--- src/rtl/core/qrrs_pkg.sv ---
`default_nettype none
package qrrs_pkg;

  localparam int MAX_PARITY = 30;
  localparam int CNT_W      = $clog2(MAX_PARITY + 1);
  localparam int PC_W       = 5;
  localparam logic [PC_W-1:0] PC_RESET  = 5'd7;
  localparam logic [7:0]      GF_REDUCE = 8'h1D;
  localparam logic [7:0]      GF_ONE    = 8'h01;

  // Broadcast control from the sequencer to every cell.
  typedef struct packed {
    logic       build_init;
    logic       build_step;
    logic       absorb;
    logic       load;
    logic       shift;
    logic [7:0] root;
    logic [7:0] factor;
  } cell_ctl_t;

  // Multiply by alpha (x) in GF(256) mod 0x11D.
  function automatic logic [7:0] gf_xtime(input logic [7:0] a);
    gf_xtime = {a[6:0], 1'b0} ^ (a[7] ? GF_REDUCE : 8'h00);
  endfunction

  function automatic logic [7:0] gf_mul(input logic [7:0] a, input logic [7:0] b);
    logic [7:0] acc;
    logic [7:0] x;
    acc = 8'h00;
    x   = a;
    for (int k = 0; k < 8; k++) begin
      if (b[k]) acc = acc ^ x;
      x = gf_xtime(x);
    end
    gf_mul = acc;
  endfunction

endpackage
`default_nettype wire

--- src/rtl/core/qrrs_cell.sv ---
`default_nettype none
// One tap of the encoder: generator coefficient, remainder byte, parity byte.
module qrrs_cell (
  input  wire                    clk,
  input  qrrs_pkg::cell_ctl_t    ctl,
  input  wire                    init_one,
  input  wire  [7:0]             g_next,
  input  wire  [7:0]             rem_next,
  input  wire  [7:0]             par_next,
  output logic [7:0]             g_q,
  output logic [7:0]             rem_q,
  output logic [7:0]             par_q
);
  import qrrs_pkg::*;

  logic [7:0] g_r, g_nxt;
  logic [7:0] rem_r, rem_nxt;
  logic [7:0] par_r, par_nxt;
  logic [7:0] rem_upd;

  assign rem_upd = rem_next ^ gf_mul(g_r, ctl.factor);

  always_comb begin
    g_nxt   = g_r;
    rem_nxt = rem_r;
    par_nxt = par_r;
    if (ctl.build_init) begin
      g_nxt   = init_one ? GF_ONE : 8'h00;
      rem_nxt = 8'h00;
    end else if (ctl.build_step) begin
      g_nxt = gf_mul(g_r, ctl.root) ^ g_next;
    end
    if (ctl.absorb) begin
      rem_nxt = ctl.load ? 8'h00 : rem_upd;
    end
    if (ctl.load) begin
      par_nxt = rem_upd;
    end else if (ctl.shift) begin
      par_nxt = par_next;
    end
  end

  always_ff @(posedge clk) begin
    g_r   <= g_nxt;
    rem_r <= rem_nxt;
    par_r <= par_nxt;
  end

  assign g_q   = g_r;
  assign rem_q = rem_r;
  assign par_q = par_r;

endmodule
`default_nettype wire

--- config.mk ---
export PLATFORM = sky130hd
export DESIGN_NAME = qrrs_cell
export DESIGN_NICKNAME = d
export VERILOG_FILES = /design/src/rtl/core/qrrs_pkg.sv /design/src/rtl/core/qrrs_cell.sv
export SDC_FILE = /design/constraint.sdc
export NUM_CORES = 1
export LEC_CHECK = 0
export BUFFER_PORTS_ARGS = -buffer_cell sky130_fd_sc_hd__buf_2
export CORE_ASPECT_RATIO = 1.4
export CORE_UTILIZATION = 40
export CTS_CLUSTER_SIZE = 28
export DETAILED_ROUTE_END_ITERATION = 7
export REMOVE_ABC_BUFFERS = 1
export SYNTH_ARGS = -nofsm -noshare
export SYNTH_HDL_FRONTEND = slang
export SYNTH_SLANG_ARGS = --single-unit
--- constraint.sdc ---
create_clock -name clk -period 5.8 [get_ports clk]
set_input_delay 0.58 -clock clk [delete_from_list [all_inputs] [get_ports clk]]
set_output_delay 0.58 -clock clk [all_outputs]
set_load 0.05 [all_outputs]
=== Yosys cells after proc, flatten, opt, wreduce, memory -nomap -nowiden ===
Cells that the tools add are included.

* Register bits after elaboration: 24
* Word-level logic and storage cells: 76
* Input bits: 47
* Output and inout bits: 24

* Reductions and logical operators: 3
* Bitwise gates (word level): 23
* Mux-type cells: 47

{| class="wikitable"
|+ Operators by type and width
! cell !! number
|-
| 2-to-1 mux 8 bit || 39
|-
| bitwise XOR 8 bit || 16
|-
| bitwise XOR 8 x 5 -> 8 bit || 7
|-
| 2-to-1 mux 5 bit || 7
|-
| nonzero test 2 bit || 3
|-
| 2-to-1 mux 1 bit || 1
|}

=== Depth between registers and ports, before layout ===
Gate-level depths: netlist (run 1).

* Depth in word-level cells: 34
* Gate-level depth with buffers: 9
* Mapped depth without buffers: 7

=== Worst setup path before layout (run 1) ===
No wires, ideal clock.

* Path kind: register -> register
* Start point: register g_r[1], in the netlist g_q[1]
* End point: register par_r[6], in the netlist par_q[6] (data pin)
* Cell stages (with the launch flop): 9
* Data required time: 5540 ps
* Arrival time: 2215 ps
* Period minus slack after synthesis: 2475 ps
* Library setup time: 260 ps
* Buffers on the path: 1
* Slack: 3325 ps
* Path through: edfxtp_1 -> buf_4 -> xor2_4 -> xnor2_2 -> nand2_1 -> xor2_1 -> xnor2_1 -> xor2_1 -> mux2_2

* Longest elaborated chain between the ends: 13

{| class="wikitable"
|+ Ends and longest elaborated chain
! item !! RTL line !! source
|-
| start, declared || qrrs_cell.sv:16 || <nowiki>logic [7:0] g_r, g_nxt;</nowiki>
|-
| start signal, assigned || qrrs_cell.sv:44 || <nowiki>g_r <= g_nxt;</nowiki>
|-
| bitwise XOR 8 x 5 -> 8 bit (*) (5 in series) || qrrs_pkg.sv:24 || <nowiki>gf_xtime = {a[6:0], 1'b0} ^ (a[7] ? GF_REDUCE : 8'h00);</nowiki>
|-
| bitwise XOR 8 bit (*) || qrrs_pkg.sv:33 || <nowiki>if (b[k]) acc = acc ^ x;</nowiki>
|-
| 2-to-1 mux 8 bit (*) || qrrs_pkg.sv:33 ||
|-
| bitwise XOR 8 bit || qrrs_pkg.sv:33 ||
|-
| 2-to-1 mux 8 bit (*) || qrrs_pkg.sv:33 ||
|-
| bitwise XOR 8 bit || qrrs_pkg.sv:33 ||
|-
| 2-to-1 mux 8 bit (*) || qrrs_pkg.sv:33 ||
|-
| bitwise XOR 8 bit (*) || qrrs_cell.sv:21 || <nowiki>assign rem_upd = rem_next ^ gf_mul(g_r, ctl.factor);</nowiki>
|-
| 2-to-1 mux 8 bit (*) || qrrs_cell.sv:36 || <nowiki>if (ctl.load) begin</nowiki>
|-
| net par_nxt[6] || qrrs_cell.sv:18 || <nowiki>logic [7:0] par_r, par_nxt;</nowiki>
|-
| end signal, assigned || qrrs_cell.sv:46 || <nowiki>par_r <= par_nxt;</nowiki>
|-
| end, declared || qrrs_cell.sv:18 ||
|}

The timed path passes the listed nets; every way through them passes the cells marked *.
A chain may end at the register's enable or synchronous reset.

=== Worst setup path after layout (run 1) ===
* Start point: register g_r[7], in the netlist g_q[7]
* End point: register par_r[4], in the netlist par_q[4] (data pin)

* Longest elaborated chain between the ends: 18
* Elaborated cells on any way between the ends: 27
* Those cells by class: mux: 12; bitwise: 15

{| class="wikitable"
|+ Ends and longest elaborated chain
! item !! RTL line
|-
| 2-to-1 mux 5 bit (*) || qrrs_pkg.sv:24
|-
| bitwise XOR 8 x 5 -> 8 bit (*) || qrrs_pkg.sv:24
|-
| bitwise XOR 8 bit || qrrs_pkg.sv:33
|-
| 2-to-1 mux 8 bit || qrrs_pkg.sv:33
|-
| bitwise XOR 8 bit || qrrs_pkg.sv:33
|-
| 2-to-1 mux 8 bit || qrrs_pkg.sv:33
|-
| bitwise XOR 8 bit || qrrs_pkg.sv:33
|-
| 2-to-1 mux 8 bit || qrrs_pkg.sv:33
|-
| (+3 left out) || --
|-
| 2-to-1 mux 8 bit || qrrs_pkg.sv:33
|-
| bitwise XOR 8 bit || qrrs_pkg.sv:33
|-
| 2-to-1 mux 8 bit || qrrs_pkg.sv:33
|-
| bitwise XOR 8 bit || qrrs_pkg.sv:33
|-
| 2-to-1 mux 8 bit (*) || qrrs_pkg.sv:33
|-
| bitwise XOR 8 bit (*) || qrrs_cell.sv:21
|-
| 2-to-1 mux 8 bit (*) || qrrs_cell.sv:36
|-
| net par_nxt[4] || qrrs_cell.sv:18
|}

Marked as above.

==> results of run 1 <==
sequential cells by signal (all words and copies together), names as in the netlist:
name and cells:
g_q 8, rem_q 8, par_q 8
final timing paths:
path | cells past startpoint | endpoint
worst min-delay path | 3 | g_q[0]$_DFFE_PP_
worst min register to register | 5 | g_q[0]$_DFFE_PP_
worst max-delay path | 7 | par_q[4]$_DFFE_PP_
worst max register to register | 7 | par_q[4]$_DFFE_PP_
metrics by stage:
stage                     worst slack, ps  cells  util (%)  area, um2  hold slack (ps)
final                                2660    544      46.5       3630              613
after global routing                 2390    544      46.5       3630              626
after CTS                            2600    544      46.5       3630              607
after detailed placement             2620    541      46.0       3590              886
after global placement               2700    541      46.0       3590              880
after floorplan                      2920    368         -       3090              765
kinds of logic (layout without fill, tap and decap cells):
family / count (synthesis) / after routing / share of synthesized area [%]
compound gates: 29 / 29 / 5.98
xor+xnor: 153 / 153 / 43.9
buf+inv: 37 / 81 / 5.33
flops: 24 / 24 / 22.2
mux: 13 / 13 / 4.40
simple gates: 144 / 144 / 18.2
metal layers:
layer	GRT usage (%)	wire, um	vias up	share of wire (%)
met5	0	0	-	0
met4	6.75	90	0	1.1
li1	-	-	1356	-
met3	1.10	395	6	4.9
met1	22.5	3200	1234	40
met2	39.5	4420	89	54
cell usage after synthesis:
cell and instances:
nand3_1 5, o221ai_1 4, a211oi_1 1, a22o_1 1
xnor2_1 108, inv_2 1, a21oi_1 5, inv_1 4
buf_1 1, a32oi_1 1, and3b_1 3, o211ai_1 4
or2_2 3, buf_2 6, nor2b_1 5, xor2_2 2
o22ai_1 4, mux2_2 10, clkbuf_1 18, xnor2_2 4
buf_4 7, o21ai_1 1, o21ai_0 5, mux2i_1 3
xor2_4 1, edfxtp_1 24, a22oi_1 2, o22a_1 1
xor2_1 37, nand2_1 109, nand2b_1 3, nor2_1 16
xnor2_4 1
worst max-delay path, stage by stage, from the launching register on:
cell and delay, ps:
edfxtp_1 910, xnor2_4 190, xnor2_1 890, nand2_1 160, xnor2_1 230, xnor2_1 150
xnor2_1 100, mux2_2 270
area by class of cell:
| class | instances | area, um2 | share of cell area (%) |
|---|---|---|---|
| inverter | 5 | 18.8 | 0.517 |
| tap | 100 | 125 | 3.45 |
| clock buffer | 3 | 41.3 | 1.14 |
| timing repair buffer | 73 | 373 | 10.3 |
| sequential | 24 | 721 | 19.9 |
| multi-input combinational | 339 | 2350 | 64.7 |
==> results.md, run 1 <==
- TritonCTS Buffers: 3
- Hold Startpoint: init_one
- Nets@finish: 493
- Fill count: 817
- Post CTS Setup Buffer Count: 0
- Routed WL per cell: 14.9 um
- Fin. Hold Viols: 0
- Placement row count: 38
- Synthesized area per cell: 8.10 um2
- Grt ovf: 0
- Antenna diode count: 0
- Vias per std cell: 4.94
- Post-synth top area share: 29.2%
- Root Driver: clkbuf_8
- Initial Utilization: 41.6%
- Layout cells sized above 1: 22.1%
- Register area share after synthesis: 22.2%
- Setup TNS: 0 ps
- Most common cell after layout, fill and taps aside: nand2_1
- Core Area: 7800 um2
- Mapped Cells: 400
- HP Class: in -> reg
- Final period util: 54.2%
- Worst slew margin: 26.5%
- Die height: 109 um
- Max frequency: 318 MHz
- Status: complete, no violations
- DRC errors left: 0
- Antenna viol nets, final: 0
- Clk slew on worst S/H paths: 90 ps
- First-pass GRT wire length: 13100 um
- # port buffers: 70
- Max FO, Critical Path: 19
- Yosys top cell by area: xnor2_1
- Die Span X: 78.1 um
- Crit. End Element: flop
- MaxCap Viol Count: 0
- TritonCTS clock tree: yes
- Synthesized cell area: 3240 um2
- Worst reg2reg startpoint: g_q[7]$_SDFFCE_PP0P_
- Worst-margin pin slew: 1090 ps
- Most frequent cells in the layout: nand2_1 (109), xnor2_1 (108), buf_2 (70)
- Kind of start point of the critical path: flop
- WP data arrival: 3170 ps
- Min Clock Period, post-route: 3140 ps
- Synth cell types: 33
- Layout overhead on the synthesized area: 11.9%
- GPL Wtd Cong: 0.869
- RSZ-0062 raised after global routing: no
- Post-CTS resize count: 0
- Hold_buf cts: 0
- Final slew viol count: 0
- Gr usage total: 20.1%
- Later-pin clock latency in the skew report: 260 ps
- Initial antenna violation count: 0
- I/O pin total: 71
- Htree depth: 1
- Largest net degree at the start of global routing: 22
- Bufs on Longest Clock Path: 2
- Post-Route WL: 8100 um
- DR pass1 iterations: 4
- Setup slack, reg-to-reg: 2660 ps
- Clock sink count: 24
- Synth warnings: 0
- Die ar.: 8470 um2
- First DRT Iteration DRCs: 91
- Crit path launch: g_q[7]$_SDFFCE_PP0P_
- Final setup viols: 0
- Worst Clk Skew: 8.75 ps
- Synthesized flop and latch total: 24
- Top cells by area, synth: xnor2_1 (29%), edfxtp_1 (22%), nand2_1 (13%)
- Crit path required time: 5820 ps
- Dpl hpwl: 6090 um
- Vias in the first global route: 2621
- Critical path class: reg -> reg
- Vias: 2685
Power of run 1 is left out: the tool's default activity adds up to more than one toggle a clock period on the data nets, which glitch-free logic cannot reach.
==> run 2, diff against run 1 <==
Settings changed: ABC_AREA set to 1.
Clock period 5.8 ns to 2.75 ns, I/O delays scaled along.
==> run 2 against run 1 <==
Compared with the run above: sequential share of layout area decreased by 2.8 points; global-route usage increased by 4.7 points; cell count increased by 52%; maximum frequency increased by 24%; clock-buffer cell count unchanged; non-clock buffer count increased by 3; utilization increased by 0.20 points; critical path depth increased by 8; synthesized area increased by 14%; highest routed layer unchanged; synthesized cell count increased by 65%; register-to-register slack got worse by 2500 ps.
==> results.md, run 2 <==
- Dpl hpwl: 9470 um (+56%)
- Crit-path slowest cell: edfxtp_1
- Yosys top cell by area: nand2_1
- TritonCTS Buffers: 3 (unchanged)
- Nets@finish: 766 (+55%)
- Final setup viols: 0 (unchanged)
- CP cell instances: buf_4 > nand2_1 > nand3_1 > nand3_1 > nand2_1 > nand2_1 > nand2_1 > nor2_1 > nand2_1 > nand2_1 > inv_2 > nand2_1 > nand2_1 > nand2_1 > nand2_1
- Post-CTS resize count: 0 (unchanged)
- Vias: 4118 (+53%)
- Worst slew margin: 64.3% (+38 points)
- Vias in the first global route: 3887 (+48%)
- Predominant post-synthesis flop cell: edfxtp_1
- Final core occ: 46.7% (+0.20 points)
- DRC errors left: 0 (unchanged)
- Crit-path leading delay family: simple AND/OR/NAND/NOR gates
- EDFF count, synth: 24 (unchanged)
- Post-synth top area share: 30.4% (+1.2 points)
- Fin. Hold Viols: 0 (unchanged)
- Max frequency: 393 MHz (+24%)
- Status: complete, no violations
- Critical Path Max Stage Delay: 510 ps (-400 ps)
- Critical path class: reg -> reg
- Root Driver: clkbuf_16
- Hold_buf cts: 0 (unchanged)
- Bufs on Longest Clock Path: 2 (unchanged)
- Crit path required time: 2780 ps (-3040 ps)
- Vias per std cell: 4.99 (+1.1%)
- Post-Route WL: 11700 um (+44%)
- Final period util: 92.5% (+38 points)
- Worst-margin pin slew: 534 ps (-560 ps)
- Fill count: 996 (+22%)
- Final slew viol count: 0 (unchanged)
- Top cells by area, synth: nand2_1 (30%), edfxtp_1 (19%), nand3_1 (8.9%)
- Max FO, Critical Path: 11 (-8)
- Setup slack, reg-to-reg: 210 ps (-2450 ps)
- Met2 usage: 48.9% (+9.4 points)
- WP data arrival: 2570 ps (-600 ps)
- Core Area: 9030 um2 (+16%)
- Mapped Cells: 658 (+65%)
- # port buffers: 70 (unchanged)
- Largest net degree at the start of global routing: 14 (-36%)
- Most frequent cells in the layout: nand2_1 (300), inv_1 (71), buf_2 (70)
- Synth warnings: 0 (unchanged)
- Layout cells sized above 1: 15.6% (-6.5 points)
- Clock sink count: 24 (unchanged)
- First-pass GRT wire length: 18800 um (+43%)
- Routed WL per cell: 14.2 um (-4.8%)
- Met3 usage: 2.49% (+1.4 points)
- Most common cell in the netlist: nand2_1
- Synthesized flop and latch total: 24 (unchanged)
- Synthesized area per cell: 5.63 um2 (-30%)
- Placement row count: 41 (+7.9%)
- HP Class: in -> reg
- Die ar.: 9660 um2 (+14%)
- Critical path buffers and inverters: 2 (+2)
- Synth cell types: 27 (-18%)
- Final instance area: 4220 um2 (+16%)
- Crit. End Element: flop
- RSZ-0062 raised after global routing: no
- First DRT Iteration DRCs: 193 (+110%)
- GPL Wtd Cong: 0.907 (+4.4%)
- Most used cell, CP: nand2_1
- DR pass1 iterations: 5 (+1)
- Layout overhead on the synthesized area: 13.8%
- Setup TNS: 0 ps (unchanged)
- TritonCTS clock tree: yes
- Post CTS Setup Buffer Count: 0 (unchanged)
- Kind of start point of the critical path: flop
- Antenna diode count: 0 (unchanged)
- Die Span X: 83.4 um (+6.8%)
- MaxCap Viol Count: 0 (unchanged)
- I/O pin total: 71 (unchanged)
- Htree depth: 1 (unchanged)
- Worst Clk Skew: 1.86 ps (-6.89 ps)
- Antenna viol nets, final: 0 (unchanged)
- Met1 Track Usage GR: 27.1% (+4.6 points)
- Initial Utilization: 41.1% (-0.51 points)
- Most common cell after layout, fill and taps aside: nand2_1
- FFs w/ async S/R, synth: 0% (unchanged)
- Register area share after synthesis: 19.4% (-2.8 points)
- Die height: 116 um (+6.8%)
- Gr busiest metal: met2
- Clk slew on worst S/H paths: 70 ps (-20 ps)
- Synthesized cell area: 3710 um2 (+14%)
- Initial antenna violation count: 0 (unchanged)
- Later-pin clock latency in the skew report: 260 ps (about the same)
- Min Clock Period, post-route: 2540 ps (-600 ps)
- Gr usage total: 24.8% (+4.7 points)
- Placed Area: 4140 um2 (+15%)
- Synth cell count leaders: nand2_1 (300), inv_1 (71), nand3_1 (66)
- Grt ovf: 0 (unchanged)
## run 2: stage by stage
step / hold slack [ps] / setup slack (ps) / instances
6_report: 288 / 206 / 825
5_1_grt: 301 / 7.02 / 825
4_1_cts: 288 / 207 / 825
3_5_place_dp: 558 / 216 / 821
3_3_place_gp: 562 / 261 / 821
2_1_floorplan: 454 / 297 / 638
## run 2: final timing paths
kind | start | to | cells after the start
hold / removal | par_next[1] | par_q[1]$_DFFE_PP_ | 3
setup reg to reg | g_q[7]$_SDFFCE_PP0P_ | par_q[4]$_DFFE_PP_ | 15
setup / recovery | g_q[7]$_SDFFCE_PP0P_ | par_q[4]$_DFFE_PP_ | 15
hold reg to reg | g_q[3]$_SDFFCE_PP0P_ | g_q[3]$_SDFFCE_PP0P_ | 6
## run 2: layout make-up
type                       instances  area, um2  share of cell area, %
sequential                        24        721                   17.1
clock inverter                     1       3.75                 0.0890
multi-input combinational        536       2600                   61.6
timing repair buffer              76        395                   9.37
clock buffer                       3       75.1                   1.78
tap                              107        134                   3.17
inverter                          78        293                   6.94
## run 2: routing by layer
metal	routed length, um	vias up	share of wire [%]
li1	-	2133	-
met1	4520	1820	39
met4	416	0	3.6
met2	6120	139	52
met5	0	-	0
met3	647	26	5.5
## run 2: cells by family (layout without fill, tap and decap cells)
| logic type | after synthesis | after routing | share of synthesized area (%) |
|---|---|---|---|
| xor gates and xnor gates | 69 | 69 | 16.7 |
| AOI/OAI and AO/OA | 17 | 17 | 2.50 |
| DFF | 24 | 24 | 19.4 |
| and+or+nand+nor | 450 | 450 | 50.8 |
| buffers and inverters | 98 | 158 | 10.5 |
## run 2: worst min-delay path, delay by kind of cell
kind | cells | cell delay [ps]
AO/OA/AOI/OAI | 1 | 50
buffers and inverters | 1 | 80
AND/OR/NAND/NOR | 1 | 40
Power of run 2 is left out for the same reason.
